`src/jcbd_pkg.sv`:
```
// ----------------------------------------------------------------------------
// JPEG coefficient block decoder package
// Shared widths, command and state codes, the zigzag table and the
// magnitude sign-extension used by the block decoder.
// ----------------------------------------------------------------------------
package jcbd_pkg;

  localparam int IDX_W   = 6;    // coefficient position within a block
  localparam int POS_W   = 7;    // scan position, wide enough to hold the block length
  localparam int COEF_W  = 16;
  localparam int QUANT_W = 16;
  localparam int VALUE_W = 32;
  localparam int EXTRA_W = 15;
  localparam int BLOCK_LEN = 64;

  localparam logic [POS_W-1:0] POS_FULL   = 7'd64;
  localparam logic [POS_W-1:0] POS_LAST   = 7'd63;
  localparam logic [POS_W-1:0] ZRL_SKIP   = 7'd16;
  localparam logic [7:0]       MAX_DC_CAT = 8'd11;
  localparam logic [3:0]       ZRL_RUN    = 4'hF;
  localparam logic [IDX_W-1:0] IDX_LAST   = 6'd63;

  typedef enum logic [1:0] {
    CMD_SYMBOL   = 2'd0,
    CMD_QLOAD    = 2'd1,
    CMD_DC_CLEAR = 2'd2
  } cmd_t;

  typedef enum logic [1:0] {
    ST_IDLE = 2'd0,
    ST_EMIT = 2'd1,
    ST_ERR  = 2'd2
  } state_t;

  // Zigzag position to natural (row-major) position.
  localparam logic [IDX_W-1:0] ZZ_TO_NAT [BLOCK_LEN] = '{
     0,  1,  8, 16,  9,  2,  3, 10, 17, 24, 32, 25, 18, 11,  4,  5,
    12, 19, 26, 33, 40, 48, 41, 34, 27, 20, 13,  6,  7, 14, 21, 28,
    35, 42, 49, 56, 57, 50, 43, 36, 29, 22, 15, 23, 30, 37, 44, 51,
    58, 59, 52, 45, 38, 31, 39, 46, 53, 60, 61, 54, 47, 55, 62, 63
  };

  // Baseline EXTEND of the low s bits of raw. A size of zero gives zero.
  function automatic logic signed [COEF_W-1:0] extend_bits(input logic [EXTRA_W-1:0] raw,
                                                           input logic [3:0] s);
    logic [COEF_W-1:0] mask;
    logic [COEF_W-1:0] v;
    logic              msb;
    mask = (16'd1 << s) - 16'd1;
    v    = {1'b0, raw} & mask;
    msb  = |(v & (mask ^ (mask >> 1)));
    extend_bits = msb ? $signed(v) : $signed(v - mask);
  endfunction

endpackage

```
`src/jcbd_ifs.sv`:
```
// ----------------------------------------------------------------------------
// JPEG coefficient block decoder channels
// Valid/ready channels for the symbol input and the coefficient output.
// ----------------------------------------------------------------------------
interface jcbd_in_if import jcbd_pkg::*; ();
  logic               valid;
  logic               ready;
  logic [1:0]         cmd;
  logic [7:0]         symbol;
  logic [EXTRA_W-1:0] extra_bits;
  logic [IDX_W-1:0]   quant_index;
  logic [QUANT_W-1:0] quant_value;

  modport source(output valid, cmd, symbol, extra_bits, quant_index, quant_value,
                 input ready);
  modport sink(input valid, cmd, symbol, extra_bits, quant_index, quant_value,
               output ready);
endinterface

interface jcbd_out_if import jcbd_pkg::*; ();
  logic                      valid;
  logic                      ready;
  logic [IDX_W-1:0]          coef_index;
  logic signed [VALUE_W-1:0] coef_value;
  logic                      status;
  logic                      last;

  modport source(output valid, coef_index, coef_value, status, last, input ready);
  modport sink(input valid, coef_index, coef_value, status, last, output ready);
endinterface

```
`src/jcbd_ram.sv`:
```
// ----------------------------------------------------------------------------
// Generic RAM
// One write port and one read port with registered read data.
// ----------------------------------------------------------------------------
module jcbd_ram #(
  parameter int Width = 16,
  parameter int Depth = 64
) (
  input  logic                     clk,
  input  logic                     we,
  input  logic [$clog2(Depth)-1:0] waddr,
  input  logic [Width-1:0]         wdata,
  input  logic [$clog2(Depth)-1:0] raddr,
  output logic [Width-1:0]         rdata
);

  logic [Width-1:0] mem [Depth];

  always_ff @(posedge clk) begin
    if (we) begin
      mem[waddr] <= wdata;
    end
    rdata <= mem[raddr];
  end

endmodule

```
`src/jpeg_coefficient_block_decoder.sv`:
```
// ----------------------------------------------------------------------------
// JPEG coefficient block decoder
// Builds one 8x8 block of coefficients from decoded DC/AC symbols and
// streams it out dequantized, in zigzag order, tagged with natural positions.
// ----------------------------------------------------------------------------
// A symbol, table load or predictor clear is taken whenever the block is idle,
// even while the previous result word still waits at the output. When a block
// completes (end of block, a zero run reaching the end, or the last position
// filled), the block stops taking words and streams 64 result words. Each word
// passes the registered read of the coefficient and quantization memories,
// then the single shared multiplier into the output register; the next entry
// is read only after the previous word is loaded, and an output stall holds
// the stream. A stream error yields one error word, loaded once the output is
// free. Coefficient storage is cleared at once after readout or an error
// through per-entry valid bits, so no clearing pass is needed.
// ----------------------------------------------------------------------------
module jpeg_coefficient_block_decoder
  import jcbd_pkg::*;
(
  input  logic        clk,
  input  logic        rst_n,
  jcbd_in_if.sink     in_ch,
  jcbd_out_if.source  out_ch
);

  state_t                    state_r, state_nxt;
  logic [POS_W-1:0]          pos_r, pos_nxt;
  logic signed [COEF_W-1:0]  dc_pred_r, dc_pred_nxt;
  logic [IDX_W-1:0]          k_r, k_nxt;
  logic                      rd_ok_r, rd_ok_nxt;
  logic [BLOCK_LEN-1:0]      valid_r, valid_nxt;

  logic                      out_valid_r, out_valid_nxt;
  logic [IDX_W-1:0]          out_idx_r, out_idx_nxt;
  logic signed [VALUE_W-1:0] out_val_r, out_val_nxt;
  logic                      out_status_r, out_status_nxt;
  logic                      out_last_r, out_last_nxt;

  logic                      accept, is_sym, dc_phase, bad_dc;
  logic                      ac_zrl, ac_eob, go_err, go_emit;
  logic                      out_free, load;
  logic [3:0]                run, size;
  logic [POS_W-1:0]          run_pos, zrl_pos;
  logic signed [COEF_W-1:0]  dc_ext, ac_ext, dc_sat;
  logic signed [COEF_W:0]    dc_sum;

  logic                      coef_we, quant_we;
  logic [IDX_W-1:0]          coef_waddr;
  logic [COEF_W-1:0]         coef_wdata, coef_rdata;
  logic [QUANT_W-1:0]        quant_rdata;
  logic signed [COEF_W-1:0]  coef_eff;
  logic signed [VALUE_W:0]   product;

  jcbd_ram #(.Width(COEF_W), .Depth(BLOCK_LEN)) u_coef_ram (
    .clk   (clk),
    .we    (coef_we),
    .waddr (coef_waddr),
    .wdata (coef_wdata),
    .raddr (k_r),
    .rdata (coef_rdata)
  );

  jcbd_ram #(.Width(QUANT_W), .Depth(BLOCK_LEN)) u_quant_ram (
    .clk   (clk),
    .we    (quant_we),
    .waddr (in_ch.quant_index),
    .wdata (in_ch.quant_value),
    .raddr (k_r),
    .rdata (quant_rdata)
  );

  // Symbol decode.
  always_comb begin
    accept   = in_ch.valid && in_ch.ready;
    is_sym   = accept && (in_ch.cmd == CMD_SYMBOL);
    dc_phase = (pos_r == '0);
    bad_dc   = (in_ch.symbol > MAX_DC_CAT);
    run      = in_ch.symbol[7:4];
    size     = in_ch.symbol[3:0];
    ac_zrl   = (size == 4'd0) && (run == ZRL_RUN);
    ac_eob   = (size == 4'd0) && !ac_zrl;
    run_pos  = pos_r + {3'd0, run};
    zrl_pos  = pos_r + ZRL_SKIP;

    dc_ext = extend_bits(in_ch.extra_bits, size);
    ac_ext = dc_ext;
    dc_sum = {dc_pred_r[COEF_W-1], dc_pred_r} + {dc_ext[COEF_W-1], dc_ext};
    if (dc_sum[COEF_W] != dc_sum[COEF_W-1]) begin
      dc_sat = dc_sum[COEF_W] ? 16'sh8000 : 16'sh7FFF;
    end else begin
      dc_sat = dc_sum[COEF_W-1:0];
    end

    if (dc_phase) begin
      go_err  = is_sym && bad_dc;
      go_emit = 1'b0;
    end else if (ac_zrl) begin
      go_err  = is_sym && (zrl_pos > POS_FULL);
      go_emit = is_sym && (zrl_pos == POS_FULL);
    end else if (ac_eob) begin
      go_err  = 1'b0;
      go_emit = is_sym;
    end else begin
      go_err  = is_sym && (run_pos >= POS_FULL);
      go_emit = is_sym && (run_pos == POS_LAST);
    end
  end

  // Readout: an entry that was not written since the last clear reads as zero.
  always_comb begin
    out_free = !out_valid_r || out_ch.ready;
    load     = (state_r == ST_EMIT) && rd_ok_r && out_free;
    coef_eff = valid_r[k_r] ? $signed(coef_rdata) : '0;
    product  = coef_eff * $signed({1'b0, quant_rdata});
  end

  // Next state.
  always_comb begin
    state_nxt = state_r;
    case (state_r)
      ST_IDLE: begin
        if (go_err) begin
          state_nxt = ST_ERR;
        end else if (go_emit) begin
          state_nxt = ST_EMIT;
        end
      end
      ST_EMIT: begin
        if (load && (k_r == IDX_LAST)) begin
          state_nxt = ST_IDLE;
        end
      end
      ST_ERR: begin
        if (out_free) begin
          state_nxt = ST_IDLE;
        end
      end
      default: state_nxt = ST_IDLE;
    endcase
  end

  // Outputs and datapath.
  always_comb begin
    in_ch.ready    = (state_r == ST_IDLE);
    pos_nxt        = pos_r;
    dc_pred_nxt    = dc_pred_r;
    k_nxt          = k_r;
    valid_nxt      = valid_r;
    rd_ok_nxt      = (state_r == ST_EMIT) && !load;
    out_valid_nxt  = out_valid_r && !out_ch.ready;
    out_idx_nxt    = out_idx_r;
    out_val_nxt    = out_val_r;
    out_status_nxt = out_status_r;
    out_last_nxt   = out_last_r;
    coef_we        = 1'b0;
    coef_waddr     = '0;
    coef_wdata     = dc_sat;
    quant_we       = 1'b0;

    case (state_r)
      ST_IDLE: begin
        if (accept) begin
          case (in_ch.cmd)
            CMD_QLOAD:    quant_we    = 1'b1;
            CMD_DC_CLEAR: dc_pred_nxt = '0;
            CMD_SYMBOL: begin
              if (go_err) begin
                valid_nxt = '0;
                pos_nxt   = '0;
              end else if (dc_phase) begin
                dc_pred_nxt = dc_sat;
                coef_we     = 1'b1;
                valid_nxt[0] = 1'b1;
                pos_nxt     = 7'd1;
              end else if (ac_zrl) begin
                if (!go_emit) begin
                  pos_nxt = zrl_pos;
                end
              end else if (!ac_eob) begin
                coef_we    = 1'b1;
                coef_waddr = run_pos[IDX_W-1:0];
                coef_wdata = ac_ext;
                valid_nxt[run_pos[IDX_W-1:0]] = 1'b1;
                pos_nxt    = run_pos + 7'd1;
              end
            end
            default: ;
          endcase
        end
      end
      ST_EMIT: begin
        if (load) begin
          out_valid_nxt  = 1'b1;
          out_idx_nxt    = ZZ_TO_NAT[k_r];
          out_val_nxt    = product[VALUE_W-1:0];
          out_status_nxt = 1'b0;
          out_last_nxt   = (k_r == IDX_LAST);
          k_nxt          = k_r + 6'd1;
          if (k_r == IDX_LAST) begin
            valid_nxt = '0;
            pos_nxt   = '0;
          end
        end
      end
      ST_ERR: begin
        if (out_free) begin
          out_valid_nxt  = 1'b1;
          out_idx_nxt    = '0;
          out_val_nxt    = '0;
          out_status_nxt = 1'b1;
          out_last_nxt   = 1'b1;
        end
      end
      default: ;
    endcase
  end

  always_ff @(posedge clk) begin
    if (!rst_n) begin
      state_r     <= ST_IDLE;
      pos_r       <= '0;
      dc_pred_r   <= '0;
      k_r         <= '0;
      rd_ok_r     <= 1'b0;
      valid_r     <= '0;
      out_valid_r <= 1'b0;
    end else begin
      state_r     <= state_nxt;
      pos_r       <= pos_nxt;
      dc_pred_r   <= dc_pred_nxt;
      k_r         <= k_nxt;
      rd_ok_r     <= rd_ok_nxt;
      valid_r     <= valid_nxt;
      out_valid_r <= out_valid_nxt;
    end
  end

  always_ff @(posedge clk) begin
    out_idx_r    <= out_idx_nxt;
    out_val_r    <= out_val_nxt;
    out_status_r <= out_status_nxt;
    out_last_r   <= out_last_nxt;
  end

  assign out_ch.valid      = out_valid_r;
  assign out_ch.coef_index = out_idx_r;
  assign out_ch.coef_value = out_val_r;
  assign out_ch.status     = out_status_r;
  assign out_ch.last       = out_last_r;

endmodule
```
`src/flat_wrapper.sv`:
```
// flat-port wrapper written by rule: the top's interface ports become plain ports
module jpeg_coefficient_block_decoder_flat import jcbd_pkg::*;
  (clk, rst_n, in_ch_valid, in_ch_cmd, in_ch_symbol, in_ch_extra_bits, in_ch_quant_index, in_ch_quant_value, in_ch_ready, out_ch_valid, out_ch_coef_index, out_ch_coef_value, out_ch_status, out_ch_last, out_ch_ready);
  jcbd_in_if in_ch_i ();
  jcbd_out_if out_ch_i ();
  input  logic clk;
  input  logic rst_n;
  input wire logic [$bits(in_ch_i.valid)-1:0] in_ch_valid;
  input wire logic [$bits(in_ch_i.cmd)-1:0] in_ch_cmd;
  input wire logic [$bits(in_ch_i.symbol)-1:0] in_ch_symbol;
  input wire logic [$bits(in_ch_i.extra_bits)-1:0] in_ch_extra_bits;
  input wire logic [$bits(in_ch_i.quant_index)-1:0] in_ch_quant_index;
  input wire logic [$bits(in_ch_i.quant_value)-1:0] in_ch_quant_value;
  output wire logic [$bits(in_ch_i.ready)-1:0] in_ch_ready;
  output wire logic [$bits(out_ch_i.valid)-1:0] out_ch_valid;
  output wire logic [$bits(out_ch_i.coef_index)-1:0] out_ch_coef_index;
  output wire logic [$bits(out_ch_i.coef_value)-1:0] out_ch_coef_value;
  output wire logic [$bits(out_ch_i.status)-1:0] out_ch_status;
  output wire logic [$bits(out_ch_i.last)-1:0] out_ch_last;
  input wire logic [$bits(out_ch_i.ready)-1:0] out_ch_ready;
  assign in_ch_i.valid = in_ch_valid;
  assign in_ch_i.cmd = in_ch_cmd;
  assign in_ch_i.symbol = in_ch_symbol;
  assign in_ch_i.extra_bits = in_ch_extra_bits;
  assign in_ch_i.quant_index = in_ch_quant_index;
  assign in_ch_i.quant_value = in_ch_quant_value;
  assign in_ch_ready = in_ch_i.ready;
  assign out_ch_valid = out_ch_i.valid;
  assign out_ch_coef_index = out_ch_i.coef_index;
  assign out_ch_coef_value = out_ch_i.coef_value;
  assign out_ch_status = out_ch_i.status;
  assign out_ch_last = out_ch_i.last;
  assign out_ch_i.ready = out_ch_ready;
  jpeg_coefficient_block_decoder u_core (.clk(clk), .rst_n(rst_n), .in_ch(in_ch_i), .out_ch(out_ch_i));
endmodule
```
`config.mk`:
```
export PLATFORM = sky130hd
export DESIGN_NAME = jpeg_coefficient_block_decoder_flat
export DESIGN_NICKNAME = d
export VERILOG_FILES = /design/src/jcbd_pkg.sv /design/src/jcbd_ifs.sv /design/src/jcbd_ram.sv /design/src/jpeg_coefficient_block_decoder.sv /design/src/flat_wrapper.sv
export SDC_FILE = /design/constraint.sdc
export NUM_CORES = 2
export LEC_CHECK = 0
export BUFFER_PORTS_ARGS = -buffer_cell sky130_fd_sc_hd__buf_2
export CAP_MARGIN = 20
export CORE_ASPECT_RATIO = 1.1
export CORE_MARGIN = 3
export CORE_UTILIZATION = 40
export CTS_CLUSTER_DIAMETER = 200
export DETAILED_ROUTE_END_ITERATION = 12
export PLACE_DENSITY_LB_ADDON = 0.3
export RECOVER_POWER = 25
export SLEW_MARGIN = 20
export SYNTH_ARGS = -nofsm -noshare
export SYNTH_HDL_FRONTEND = slang
export SYNTH_SLANG_ARGS = --single-unit
```
`constraint.sdc`:
```
create_clock -name clk -period 10.5 [get_ports clk]
set_input_delay 0.525 -clock clk [delete_from_list [all_inputs] [get_ports clk]]
set_output_delay 0.525 -clock clk [all_outputs]
set_load 0.005 [all_outputs]
```
==> flow_summary.json <==
{
  "crit_path_end_kind": "register",
  "reg2reg_depth": 25,
  "whs_endpoint": "u_core.rd_ok_r",
  "synth_area_um2": 96750,
  "power_density_nw_per_um2": 172.5,
  "dieArea_um2": 247800,
  "critical_path_peak_fanout": 100,
  "vias": 49770,
  "clockRootBuffer": "clkbuf_16",
  "status": "finished with violations",
  "worstSetupPathType": "register to register",
  "failed_checks": "capacitance limit, slew limit",
  "regArea_um2": 65310,
  "fin_nets": 5871,
  "total_leakage_power_nw": 35.65,
  "finalSetupViolCount": 0,
  "cts_buffers": 218,
  "maxSlewViolCount": 1112,
  "syn_to_final_growth_pct": 12.66,
  "tns_ps": 0,
  "synth_edf_count": 2088,
  "hp-class": "input pin to register",
  "dpl-instance-area_um2": 101900,
  "gr-total-overflow": 0,
  "ys_seq_area_frac": 0.6747,
  "max_freq_mhz": 109.2,
  "grt_usage": 0.1925,
  "die_x_um": 474.9,
  "syn_nets": 5638,
  "final_cell_area_um2": 109000,
  "place_hpwl_um": 145400,
  "crit_top_cell": "fa_1",
  "fill_cells": 20290,
  "h-tree-depth": 4,
  "fin_util": 0.4552,
  "crit_required_ps": 11070,
  "yosysTopAreaCell": "edfxtp_1",
  "relSlewSlack": -1.215,
  "worst_path_max_delay_cell": "dfxtp_4",
  "synth_top_area_share": 0.6480,
  "cts_tree": "built",
  "ir_drop_uv": 192.6,
  "timing.max_cap.violations": 18,
  "timing.final.crit_share": 0.8725,
  "reg2reg_from": "u_core.k_r[1]",
  "arrival_ps": 9730,
  "grt_pass1_wl_um": 352200,
  "syn_area_per_cell_um2": 18.51,
  "grt_max_degree": 137,
  "min_period_ps": 9162,
  "ys_ff_latch": 2217,
  "firstDrtPassIters": 6,
  "drt_iter0_markers": 5160,
  "max-clock-path-buffers": 3,
  "synth-main-ff-cell": "edfxtp_1",
  "drive_above_1_share": 0.2426,
  "vias_per_cell": 5.662,
  "die_h_um": 521.8,
  "clock_skew_ps": 79.93,
  "wirelength_um": 238200,
  "synthArstFlopShare": 0,
  "r2r_end": "u_core.out_ch.coef_value[28]",
  "max_slew.worst_pin.slew_ps": 3323,
  "core_area_um2": 239500,
  "routabilityCongestion": 0.8266,
  "drc": 0,
  "worstSetupStartpointType": "register",
  "post-place-ws_ps": 1231,
  "routedWlPerCell_um": 27.10,
  "port_buffers": 92,
  "grt_pass1_vias": 50770,
  "ys_types": 90,
  "worst_slack_ps": 1338,
  "ant_nets": 0,
  "rows": 188,
  "yosysWarnings": 0,
  "hold_violations": 0,
  "clock-sinks": 2217,
  "holdPathStages": 3,
  "r2r_slack_ps": 1340,
  "antenna_found_initial": 15,
  "multi_input_area_um2": 29660,
  "syn-instance-count": 5228,
  "slowest_delay_ps": 930,
  "clk_latency_ps": 870,
  "initial_core_util": 0.4040,
  "clk_transition_reported_paths_ps": 60,
  "synth_area_leaders": "edfxtp_1, mux4_2, fa_1",
  "cts_resized": 0,
  "rsz0062_at_grt": "no",
  "io_pins": 93,
  "hold_start": "rst_n"
}
==> metal layers <==
metal	routed length, µm	global-route usage	up-vias	part of all wire
met5	47	0	-	0.00020
met4	4976	0.04125	6	0.021
met3	15340	0.03359	291	0.064
met2	117600	0.3177	1641	0.49
met1	100200	0.2693	26620	0.42
li1	-	-	21210	-
==> cell type report <==
class / instances / area share
multi-input cells: 2464 / 0.2721
diodes: 8 / 0.0001837
well taps: 3135 / 0.03599
clock inverters: 134 / 0.01236
repair buffers: 294 / 0.01824
flip-flops and latches: 2217 / 0.5991
clock buffers: 272 / 0.05285
inverters: 266 / 0.009160
==> cells by family (layout without fill, tap and decap cells) <==
kind of cell,after synthesis,after routing,synth area share
compound gates,387,387,0.02682
flops,2217,2217,0.6747
buf+inv,547,966,0.02253
other cells,0,8,0
xor+xnor,54,54,0.004966
simple gates,937,937,0.04657
fa+ha+maj,361,361,0.06184
mux,725,725,0.1625
==> repair_timing <==
action | in CTS | in global routing
hold endpoints to repair | 9 | 0
hold buffers | 2 | 0
setup buffers | 0 | 0
==> report_power, final <==
group / internal, mW / switching (mW)
combinational: 0.237 / 0.785
sequential: 10.0 / 0.0163
clock: 4.37 / 3.37
==> cells in the mapped netlist (all sizes together), types with 31 or more instances <==
| master | number |
|---|---|
| edfxtp | 2088 |
| mux4 | 675 |
| nor2 | 322 |
| inv | 266 |
| nand2 | 236 |
| fa | 196 |
| clkbuf | 173 |
| ha | 163 |
| and3 | 133 |
| dfxtp | 129 |
| buf | 108 |
| o21ai | 78 |
| a31oi | 70 |
| a21oi | 67 |
| nand3 | 43 |
| xnor2 | 37 |
| and2 | 31 |
| mux2i | 31 |
==> flip-flops by register name, summed over array words and instances (netlist names), 6 cells and up <==
signal                    flops
u_core.u_quant_ram.mem     1024
u_core.valid_r               64
u_core.u_quant_ram.rdata     16
u_core.u_coef_ram.rdata      16
u_core.pos_r                  7
u_core.u_coef_ram.mem      1024
u_core.out_ch.coef_value     32
u_core.dc_pred_r             16
u_core.k_r                    6
u_core.out_ch.coef_index      6
==> worst max-delay path, delay by kind of cell (launching register included) <==
| kind | cells | cell delay, ps |
|---|---|---|
| buffers and inverters | 3 | 180 |
| AOI/OAI and AO/OA | 5 | 1510 |
| DFF | 1 | 930 |
| xor gates and xnor gates | 1 | 80 |
| adders and majority gates | 7 | 3200 |
| and+or+nand+nor | 8 | 2290 |
| muxes | 1 | 600 |
==> worst max path at each step <==
stage	to	startpoint	depth (start not counted)	slack [ps]
floorplan	u_core.u_coef_ram.mem[0][1]	in_ch_symbol[3]	25	1700
global placement	u_core.out_ch.coef_value[20]	u_core.k_r[1]	25	1240
detailed placement	u_core.out_ch.coef_value[26]	u_core.k_r[1]	25	1230
CTS	u_core.out_ch.coef_value[26]	u_core.k_r[1]	25	1220
global route	u_core.out_ch.coef_value[28]	u_core.k_r[1]	25	700
finish	u_core.out_ch.coef_value[28]	u_core.k_r[1]	25	1340
==> placed cells by master, fill, tap and decap left out, types with 42 or more instances in the layout <==
master,n
o21ai_0,72
clkinv_1,43
nor2_1,272
nand2_1,236
ha_1,163
mux4_2,675
and3_1,133
nor2_2,47
fa_1,196
clkbuf_16,220
dfxtp_1,123
buf_2,57
inv_1,266
nand3_1,42
a31oi_1,70
edfxtp_1,2088
clkbuf_1,94
a21oi_1,65
buf_4,177
==> metrics by stage <==
step	hold slack, ps	total power [mW]	std cells
final	188.9	18.81	8790
after global placement	433.9	11.21	8370
after global routing	166.8	19.45	8783
after floorplan	422.3	10.77	5228
after CTS	98.58	18.98	8781
after detailed placement	443.3	11.25	8373
No activity file was read; power rests on OpenSTA's default activity.
